### config.mk
export PLATFORM = sky130hd
export DESIGN_NAME = tcce_front
export DESIGN_NICKNAME = d
export VERILOG_FILES = /design/src/rtl/core/tcce_pkg.sv /design/src/rtl/core/tcce_front.sv
export SDC_FILE = /design/constraint.sdc
export NUM_CORES = 1
export LEC_CHECK = 0
export ABC_CLOCK_PERIOD_IN_PS = 6900
export BUFFER_PORTS_ARGS = -buffer_cell sky130_fd_sc_hd__buf_2
export CAP_MARGIN = 15
export CORE_AREA = 5 5 42 44
export DETAILED_ROUTE_END_ITERATION = 10
export DIE_AREA = 0 0 47 49
export PLACE_DENSITY = 0.77
export RECOVER_POWER = 25
export SYNTH_ARGS = -nofsm -noshare
export SYNTH_HDL_FRONTEND = slang
export SYNTH_SLANG_ARGS = --single-unit
### constraint.sdc
create_clock -name vclk -period 6.9
set_clock_uncertainty 0.15 [all_clocks]
set_input_delay 1.38 -clock vclk [all_inputs]
set_output_delay 1.38 -clock vclk [all_outputs]
set_load 0.05 [all_outputs]
### src/rtl/core/tcce_pkg.sv
// Shared constants, payload structs and command codes for the text console engine.
package tcce_pkg;

	localparam int COLUMNS  = 80;
	localparam int ROWS     = 25;
	localparam int TAB_STEP = 4;
	localparam int CELLS    = ROWS * COLUMNS;

	localparam int ROW_W   = (ROWS > 1) ? $clog2(ROWS) : 1;
	localparam int COL_W   = $clog2(COLUMNS);
	localparam int CELL_AW = $clog2(CELLS);

	localparam int QUEUE_DEPTH = 2;
	localparam int QUEUE_AW    = $clog2(QUEUE_DEPTH);

	localparam logic [7:0] BLANK_CHAR  = 8'h20;
	localparam logic [7:0] RESET_COLOR = 8'h07;

	// command field codes
	localparam logic [2:0] CMD_PUT_CHAR  = 3'd0;
	localparam logic [2:0] CMD_NEWLINE   = 3'd1;
	localparam logic [2:0] CMD_TAB       = 3'd2;
	localparam logic [2:0] CMD_BACKSPACE = 3'd3;
	localparam logic [2:0] CMD_CLEAR     = 3'd4;
	localparam logic [2:0] CMD_READ_CELL = 3'd5;

	typedef struct packed {
		logic [2:0] command;
		logic [7:0] char_code;
		logic [4:0] read_row;
		logic [6:0] read_column;
	} tcce_cmd_t;

	typedef struct packed {
		logic [4:0]  cursor_row_out;
		logic [6:0]  cursor_column_out;
		logic [15:0] cell_value;
	} tcce_rsp_t;

	typedef enum logic [2:0] {
		OP_PUT,
		OP_NEWLINE,
		OP_TAB,
		OP_BACKSPACE,
		OP_CLEAR,
		OP_READ,
		OP_NOP
	} tcce_op_t;

	// decoded entry carried from front to back
	typedef struct packed {
		tcce_op_t             op;
		logic [7:0]           char_code;
		logic                 read_hit;
		logic [CELL_AW-1:0]   read_addr;
	} tcce_item_t;

	typedef struct packed {
		logic booting;
	} tcce_stat_t;

endpackage

### src/rtl/core/tcce_front.sv
// Front end: takes command transfers, decodes them and pushes them into the queue.
module tcce_front import tcce_pkg::*; (
	input  logic       cmd_valid,
	output logic       cmd_ready,
	input  tcce_cmd_t  cmd,
	input  logic       q_full,
	input  tcce_stat_t stat,
	output logic       q_push,
	output tcce_item_t q_item
);

	logic row_ok;
	logic col_ok;

	assign cmd_ready = !q_full && !stat.booting;
	assign q_push    = cmd_valid && cmd_ready;

	assign row_ok = 32'(cmd.read_row) < ROWS;
	assign col_ok = 32'(cmd.read_column) < COLUMNS;

	always_comb begin
		q_item.char_code = cmd.char_code;
		q_item.read_hit  = row_ok && col_ok;
		q_item.read_addr = CELL_AW'(32'(cmd.read_row) * COLUMNS + 32'(cmd.read_column));
		case (cmd.command)
			CMD_PUT_CHAR:  q_item.op = OP_PUT;
			CMD_NEWLINE:   q_item.op = OP_NEWLINE;
			CMD_TAB:       q_item.op = OP_TAB;
			CMD_BACKSPACE: q_item.op = OP_BACKSPACE;
			CMD_CLEAR:     q_item.op = OP_CLEAR;
			CMD_READ_CELL: q_item.op = OP_READ;
			default:       q_item.op = OP_NOP;
		endcase
	end

endmodule

==> key figures <==
Critical path
  – CP Depth: 9
  – Crit Path Class: input port to primary output
  – Critical path data arrival time: 3390 ps
  – CP Capture Point: q_item[10]
  – Buf/Inv on CP: 2
  – Largest stage delay, worst path: 420 ps
  – Required time worst endpoint: around 5400 ps
  – Crit path launch type: input port
  – Crit end category: primary output
  – CP top delay family: adder cells
  – Worst path cell trace: buf_2 > ha_1 > ha_1 > fa_1 > xor2_2 > o2111ai_1 > xnor2_1 > xnor2_1 > buf_2
  – Crit Path Max Fanout: 4
  – Slowest stage cell, crit path: fa_1
  – CP Launch Point: cmd[8]

Cells and area
  – Clock buf count: 0
  – Share of layout cells above drive strength 1: 43.8%
  – Area growth from synthesis to final layout: 13.6%
  – Register area: 0 um^2
  – Non-filler cells, final: 80
  – Layout Utilization: 34.4%
  – Seq_cells: 0
  – Design area: about 480 um^2
  – Fill cells: 163
  – Antenna Diode Count: 0
  – Fin nets: 103

Floorplanning
  – Die H: 49 um
  – Die W: 47 um
  – Core box area: 0.00140 mm^2
  – Starting Density: 30.3%
  – IO Count: 51
  – Row count: 14
  – Die ar.: 0.00230 mm^2

STA
  – Min Clock Period, post-route: 4920 ps
  – Final setup fails: 0
  – RSZ-0062 raised after global routing: false
  – Tightest Pin Transition: ~260 ps
  – Slew HR: between 80 and 90%
  – Fmax: 203 MHz
  – Post-route setup TNS: 0 ps
  – Hold Fails Final Rpt: 0
  – Final period util: a little under three quarters
  – Min Hold Slack: between 2000 and 3000 ps
  – Final Slew Violations: 0

Drt
  – Drt wl/cell: 10.9 um
  – 1st-iter DRT viols: 0
  – Total number of vias: about 370
  – DRT Pass-1 Iters: 1
  – Via density: 4.61
  – DRT antenna net count: 0
  – DRT Wirelength: approximately 870 um
  – DRC Markers: 0

Clock network
  – Cts-stage hold buffer count: 0
  – Postcts setup bufs: 0
  – Cts repair resizes: 0

Yosys
  – Yosys cell types: 19
  – Mux cell area share after synthesis: 0%
  – Compound-Gate Fraction of Synth Area: 14.2%
  – Largest family of logic cells by synthesized area: adder cells
  – Count leader, synth: buf_4
  – Synth cell count leaders: 12 x buf_4, 9 x ha_1, 5 x xnor2_1
  – Synth area leaders: ha_1 27%, buf_4 21%, xnor2_1 10%, fa_1 9.4%, xor2_2 3.8%
  – Synth area leader: ha_1
  – Post-Synth XOR/XNOR Area: 16.2%
  – Share of the synthesized area in the top cell type: 26.5%
  – Synthesized area: 424 um^2
  – Adder-cell area share of the yosys netlist: 36.0%
  – Post-Syn Instances: a little over 50
  – Seq/Total Area, Yosys: 0%
  – Mapped Avg Cell Area: roughly 8.3 um^2
  – Simple-gate share of the synthesized area: 7.08%
  – Post-synthesis net count: 88
  – Yosys warns: 0

GRT
  – Grt ovf: 0
  – Total GRT Usage: 6.97%
  – Largest net degree at the start of global routing: 5
  – First-pass GRT wire length: 1330 um
  – Initial antenna violation count: 0
  – Vias in the first global route: between 300 and 400

Hold path
  – Type of the most critical hold path: input port to primary output
  – Hold path start: cmd[16]

Placement
  – Post-placement cell count: 80
  – Buffers on Ports: 27
  – Post-DP Area: about 480 um^2
  – Gpl congestion: 0.663

Power
  – Net Sw Frac: between 70% and 80%
  – Leak: ~0.28 nW
  – Psw: 0.0620 mW
  – Clock power frac: 0%
  – Internal power: 0.0247 mW
  – Combinational Power Share: 100.0%
  – Register share of total power: 0%
  – Pwr Density: 180 mW/mm^2
  – Peak supply drop: about 0.000055 V

Run
  – Maxcap violations: 0

Status
  – Status: finished, final reports clean
==> area by class of cell <==
class	instances	area, um^2	share of cell area (%)
timing repair buffer	27	135	28.1
tap	16	20.0	4.16
multi-input combinational	33	312	64.7
inverter	4	15.0	3.12
==> cell usage in the layout (no fill, tap or decap) <==
cell	count
o311ai_1	1
xnor2_1	5
inv_1	4
fa_1	2
a21boi_0	1
xor2_2	1
xor2_1	1
o21ai_0	1
buf_2	27
a21o_1	2
nor2b_1	1
a21oi_1	2
nor2_1	2
ha_1	9
and2_1	2
o2111ai_1	1
o21ai_1	1
nand2_1	1
==> cells by family after synthesis <==
kind of cell | after synthesis
buffers and inverters | 18
AND/OR/NAND/NOR | 6
AO/OA/AOI/OAI | 9
XOR/XNOR | 7
adder cells (fa/ha/maj) | 11
==> metrics by stage <==
| stage | setup WS (ps) | power (mW) |
|---|---|---|
| after floorplan | 1780 | 0.0867 |
| after detailed placement | 1970 | 0.0873 |
| after global placement | 1980 | 0.0867 |
| final | 1980 | 0.0867 |
| after CTS | 1960 | 0.0876 |
| after global routing | 1870 | 0.0923 |
==> power by group through the flow <==
stage	sequential, mW	combinational [mW]	clock [mW]
floorplan	0	0.0867	0
global placement	0	0.0867	0
detailed placement	0	0.0873	0
CTS	0	0.0876	0
global route	0	0.0923	0
finish	0	0.0867	0
==> how the worst min path moves through the flow <==
stage                     cells after the start  slack (ps)    endpoint
after global placement                        0        2610  q_item[13]
after detailed placement                      0        2610  q_item[13]
after global routing                          0        2610  q_item[19]
final                                         0        2610  q_item[16]
after floorplan                               1        2780   q_item[0]
after CTS                                     0        2610  q_item[13]
==> metal layers <==
metal,track usage (%),up-vias,wire length [um],part of all wire (%)
li1,-,184,-,-
met1,7.69,161,276,32
met2,13.8,22,432,50
met3,0.738,2,159,18
met4,0.461,0,2,0.23
met5,0,-,0,0
(Power assumes the default switching activity.)
