## src/rtl/core/tcce_pkg.sv

```systemverilog
// Shared constants, payload structs and command codes for the text console engine.
package tcce_pkg;

	localparam int COLUMNS  = 80;
	localparam int ROWS     = 25;
	localparam int TAB_STEP = 4;
	localparam int CELLS    = ROWS * COLUMNS;

	localparam int ROW_W   = (ROWS > 1) ? $clog2(ROWS) : 1;
	localparam int COL_W   = $clog2(COLUMNS);
	localparam int CELL_AW = $clog2(CELLS);

	localparam int QUEUE_DEPTH = 2;
	localparam int QUEUE_AW    = $clog2(QUEUE_DEPTH);

	localparam logic [7:0] BLANK_CHAR  = 8'h20;
	localparam logic [7:0] RESET_COLOR = 8'h07;

	// command field codes
	localparam logic [2:0] CMD_PUT_CHAR  = 3'd0;
	localparam logic [2:0] CMD_NEWLINE   = 3'd1;
	localparam logic [2:0] CMD_TAB       = 3'd2;
	localparam logic [2:0] CMD_BACKSPACE = 3'd3;
	localparam logic [2:0] CMD_CLEAR     = 3'd4;
	localparam logic [2:0] CMD_READ_CELL = 3'd5;

	typedef struct packed {
		logic [2:0] command;
		logic [7:0] char_code;
		logic [4:0] read_row;
		logic [6:0] read_column;
	} tcce_cmd_t;

	typedef struct packed {
		logic [4:0]  cursor_row_out;
		logic [6:0]  cursor_column_out;
		logic [15:0] cell_value;
	} tcce_rsp_t;

	typedef enum logic [2:0] {
		OP_PUT,
		OP_NEWLINE,
		OP_TAB,
		OP_BACKSPACE,
		OP_CLEAR,
		OP_READ,
		OP_NOP
	} tcce_op_t;

	// decoded entry carried from front to back
	typedef struct packed {
		tcce_op_t             op;
		logic [7:0]           char_code;
		logic                 read_hit;
		logic [CELL_AW-1:0]   read_addr;
	} tcce_item_t;

	typedef struct packed {
		logic booting;
	} tcce_stat_t;

endpackage

```

## src/rtl/core/tcce_queue.sv

```systemverilog
// Short queue of decoded commands between front and back.
module tcce_queue import tcce_pkg::*; (
	input  logic       clk,
	input  logic       arst_n,
	input  logic       push,
	input  tcce_item_t push_item,
	output logic       full,
	output logic       valid,
	input  logic       pop,
	output tcce_item_t head
);

	tcce_item_t          ent_q [QUEUE_DEPTH];
	logic [QUEUE_AW-1:0] wr_ptr_q;
	logic [QUEUE_AW-1:0] rd_ptr_q;
	logic [QUEUE_AW:0]   count_q;

	assign full  = count_q == (QUEUE_AW + 1)'(QUEUE_DEPTH);
	assign valid = count_q != '0;
	assign head  = ent_q[rd_ptr_q];

	always_ff @(posedge clk or negedge arst_n) begin
		if (!arst_n) begin
			wr_ptr_q <= '0;
			rd_ptr_q <= '0;
			count_q  <= '0;
		end else begin
			if (push) begin
				wr_ptr_q <= wr_ptr_q + QUEUE_AW'(1);
			end
			if (pop) begin
				rd_ptr_q <= rd_ptr_q + QUEUE_AW'(1);
			end
			if (push && !pop) begin
				count_q <= count_q + (QUEUE_AW + 1)'(1);
			end else if (pop && !push) begin
				count_q <= count_q - (QUEUE_AW + 1)'(1);
			end
		end
	end

	always_ff @(posedge clk) begin
		if (push) begin
			ent_q[wr_ptr_q] <= push_item;
		end
	end

endmodule

```

## config.mk

```make
export PLATFORM = sky130hd
export DESIGN_NAME = tcce_queue
export DESIGN_NICKNAME = d
export VERILOG_FILES = /design/src/rtl/core/tcce_pkg.sv /design/src/rtl/core/tcce_queue.sv
export SDC_FILE = /design/constraint.sdc
export NUM_CORES = 1
export LEC_CHECK = 0
export CAP_MARGIN = 0
export CORE_ASPECT_RATIO = 0.8
export CORE_MARGIN = 1.5
export CORE_UTILIZATION = 30
export CTS_CLUSTER_SIZE = 40
export DETAILED_ROUTE_END_ITERATION = 8
export DONT_BUFFER_PORTS = 1
export HOLD_SLACK_MARGIN = 0.02
export PLACE_DENSITY_LB_ADDON = 0.05
export SYNTH_ARGS = -nofsm -noshare
export SYNTH_HDL_FRONTEND = slang
export SYNTH_SLANG_ARGS = --single-unit
```

## constraint.sdc

```tcl
create_clock -name clk -period 1.95 [get_ports clk]
set_input_delay 0.39 -clock clk [delete_from_list [all_inputs] [get_ports clk]]
set_output_delay 0.39 -clock clk [all_outputs]
set_load 0.02 [all_outputs]
```

==> key figures <==
Setup path
  • WP data arrival: 1330 ps
  • Crit path kind: reg2out
  • Critical Path Source Type: flip-flop
  • CP Max Fanout: 14
  • Worst path required time: about 1600 ps
  • CP Capture Type: output port
  • FF-to-FF setup slack: 860 ps

Routing
  • Via density per instance: between 4 and 5
  • Vias: 774
  • Routed WL per cell: 15.64 um
  • Drt initial violations: 24
  • Detail Route Antenna Nets: 0
  • Detailed-route wire length: 2.878 mm
  • DR pass1 iterations: 2
  • Residual DRC: 0

STA
  • Max Slew Vio Count: 0
  • Fmax: a little under 600 MHz
  • Hold Fails Final Rpt: 0
  • Endpoints failing setup: 0
  • Relative slew margins: 73.65%
  • Setup Skew: 9.399 ps
  • RSZ-0062 raised after global routing: no
  • Tightest Pin Transition: between 300 and 400 ps
  • Setup TNS after final layout: 0 ps
  • Crit share post-route: between 80% and 90%
  • Period minus WS final: 1720 ps
  • Hold Slack: 182.5 ps

Power
  • Sw Pwr: 0.001031 W
  • Internal power: 0.002117 W
  • Combinational power share: 34.2%
  • Power per Cell Area: 1465 nW/um2
  • Switching share of power: 32.75%
  • Sequential Power Share: 47.8%
  • Clk network pwr share: about 18%
  • Max VDD drop: between 0.5 and 0.6 mV
  • P_leak: 0.7720 nW

Floorplanning
  • Die Wd: 93.18 um
  • Die Y: roughly 75 um
  • Core ar.: ~6300 um2
  • I/O pin count: 52
  • # rows: 26
  • Die area: 7002 um2
  • Initial Util: 30.77%

Synth
  • Number of synthesized flops with an enable pin: 46
  • Top FF cell, synth: edfxtp_1
  • Top-count cell post-synth: edfxtp_1
  • Synth top area cells: edfxtp_1 71%, mux2_4 15%, dfrtp_1 5.1%, mux2_2 2.3%, buf_12 2.1%
  • Post-Syn Instances: 88
  • Async SR Flop Fraction: 8.000%
  • Number of register bits inferred by synthesis: 50
  • Netlist cell types: 14
  • Synthesis Warnings: 0
  • Syn Area/Cell: 22.18 um2
  • Syn Nets: roughly 120
  • Mapped Area: 1952 um2
  • Sequential share of the synthesized area: between 70 and 80%
  • Cell taking the most area after synthesis: edfxtp_1
  • Top cells by count, synth: 46 x edfxtp_1, 19 x mux2_4, 4 x dfrtp_1, 4 x mux2_2, 4 x xor2_1
  • Share of the synthesized area in the top cell type: 70.77%

CTS
  • Number of buffers created by CTS: 5
  • # H-tree levels: 2
  • Clock Tree Buf Depth: 2
  • Latest clock arrival within the worst-skew pair: 290 ps
  • CTS clk-pin slew, worst paths: 80 ps
  • Root Buffer: clkbuf_8
  • CTS sink count: 50
  • TritonCTS clock tree: done
  • Postcts setup bufs: 0

Layout
  • Post-route cell area: around 2100 um2
  • Seq. cell area: approximately 1500 um2
  • Layout area overhead: 10.06%
  • Final #Nets: 127
  • Final core occ: between 30% and 40%
  • Area of the multi-input gates: 417.9 um2
  • Layout cells sized above 1: 38.00%
  • Ant diodes: 0
  • # fillers: 605

Worst hold path
  • Worst min-delay path class: in2reg

Global route
  • First-pass GRT wire length: 4.195 mm
  • Vias in the first global route: 768
  • Total grt overflow: 0
  • Initial antenna violation count: 0
  • Total Routing Usage GR: 8.625%
  • Largest net degree at the start of global routing: 16

Placed design
  • IO Port Bufs: 0
  • Placed Area: 2053 um2
  • GPL Wtd Cong: 0.5672

Run status
  • Status: complete, no violations

Run
  • MaxCap Viol Count: 0
repair_timing:
| action | in CTS | in global routing |
|---|---|---|
| gates resized for setup | 0 | 0 |
| hold buffers | 1 | 0 |
| endpoints found under the hold margin | 4 | 0 |
critical path, cell delays in order, from the launching register on:
cell and delay [ps]:
dfrtp_1 350, buf_4 260, mux2_2 430
per-layer routing:
metal / part of all wire (%) / track usage (%) / vias to the layer above
met2: 49 / 13.54 / 28
met3: 9.2 / 4.545 / 5
met1: 40 / 9.684 / 387
met5: 0 / 0 / -
li1: - / - / 354
met4: 1.3 / 4.545 / 0
flip-flops by register name, summed over array words and instances, names as in the netlist:
signal and flops:
ent_q 46, count_q 2, rd_ptr_q 1, wr_ptr_q 1
layout by cell type (no fill, tap or decap), types with 4 or more instances in the layout:
cell type / synthesis / layout
edfxtp_1: 46 / 46
mux2_4: 19 / 19
buf_4: 0 / 6
clkbuf_8: 0 / 5
mux2_2: 4 / 4
xor2_1: 4 / 4
dfrtp_1: 4 / 4
final timing paths:
path / from / endpoint / cells after the start
min: push / wr_ptr_q / 1
min in group asynchronous: arst_n / count_q[0] / 1
max reg2reg: wr_ptr_q / ent_q[0][7] / 2
max: rd_ptr_q / head[3] / 2
max in group asynchronous: arst_n / rd_ptr_q / 1
min reg2reg: count_q[1] / count_q[1] / 1
cells by family (layout without fill, tap and decap cells):
| group | Yosys count | count (layout) | share of synthesized area, % |
|---|---|---|---|
| buffers and inverters | 4 | 16 | 2.820 |
| muxes | 23 | 23 | 16.92 |
| adders and majority gates | 1 | 1 | 0.6409 |
| xor gates and xnor gates | 5 | 5 | 2.243 |
| DFF | 50 | 50 | 75.90 |
| and+or+nand+nor | 5 | 5 | 1.474 |
power groups by stage:
| stage | Clock [W] | Combinational [W] | Sequential, W |
|---|---|---|---|
| after floorplan | 0 | 0.00102 | 0.00152 |
| after global placement | 0 | 0.00110 | 0.00152 |
| after detailed placement | 0 | 0.00111 | 0.00153 |
| after CTS | 0.000591 | 0.00111 | 0.00151 |
| after global routing | 0.000623 | 0.00115 | 0.00153 |
| final | 0.000565 | 0.00108 | 0.00151 |
through the flow:
stage,setup WS [ps],cells,total power (W)
6_report,229.9,184,0.003148
5_1_grt,152.9,184,0.003306
4_1_cts,181.1,184,0.003214
3_5_place_dp,509.2,175,0.002643
3_3_place_gp,535.6,175,0.002625
2_1_floorplan,91.35,88,0.002537
layout make-up:
class	instances	area share (%)
clock buffers	5	3.203
well taps	84	4.892
clock inverters	3	0.7571
inverters	1	0.1747
repair buffers	7	2.563
flip-flops and latches	50	68.96
multi-input cells	34	19.45
(Power assumes the default switching activity.)
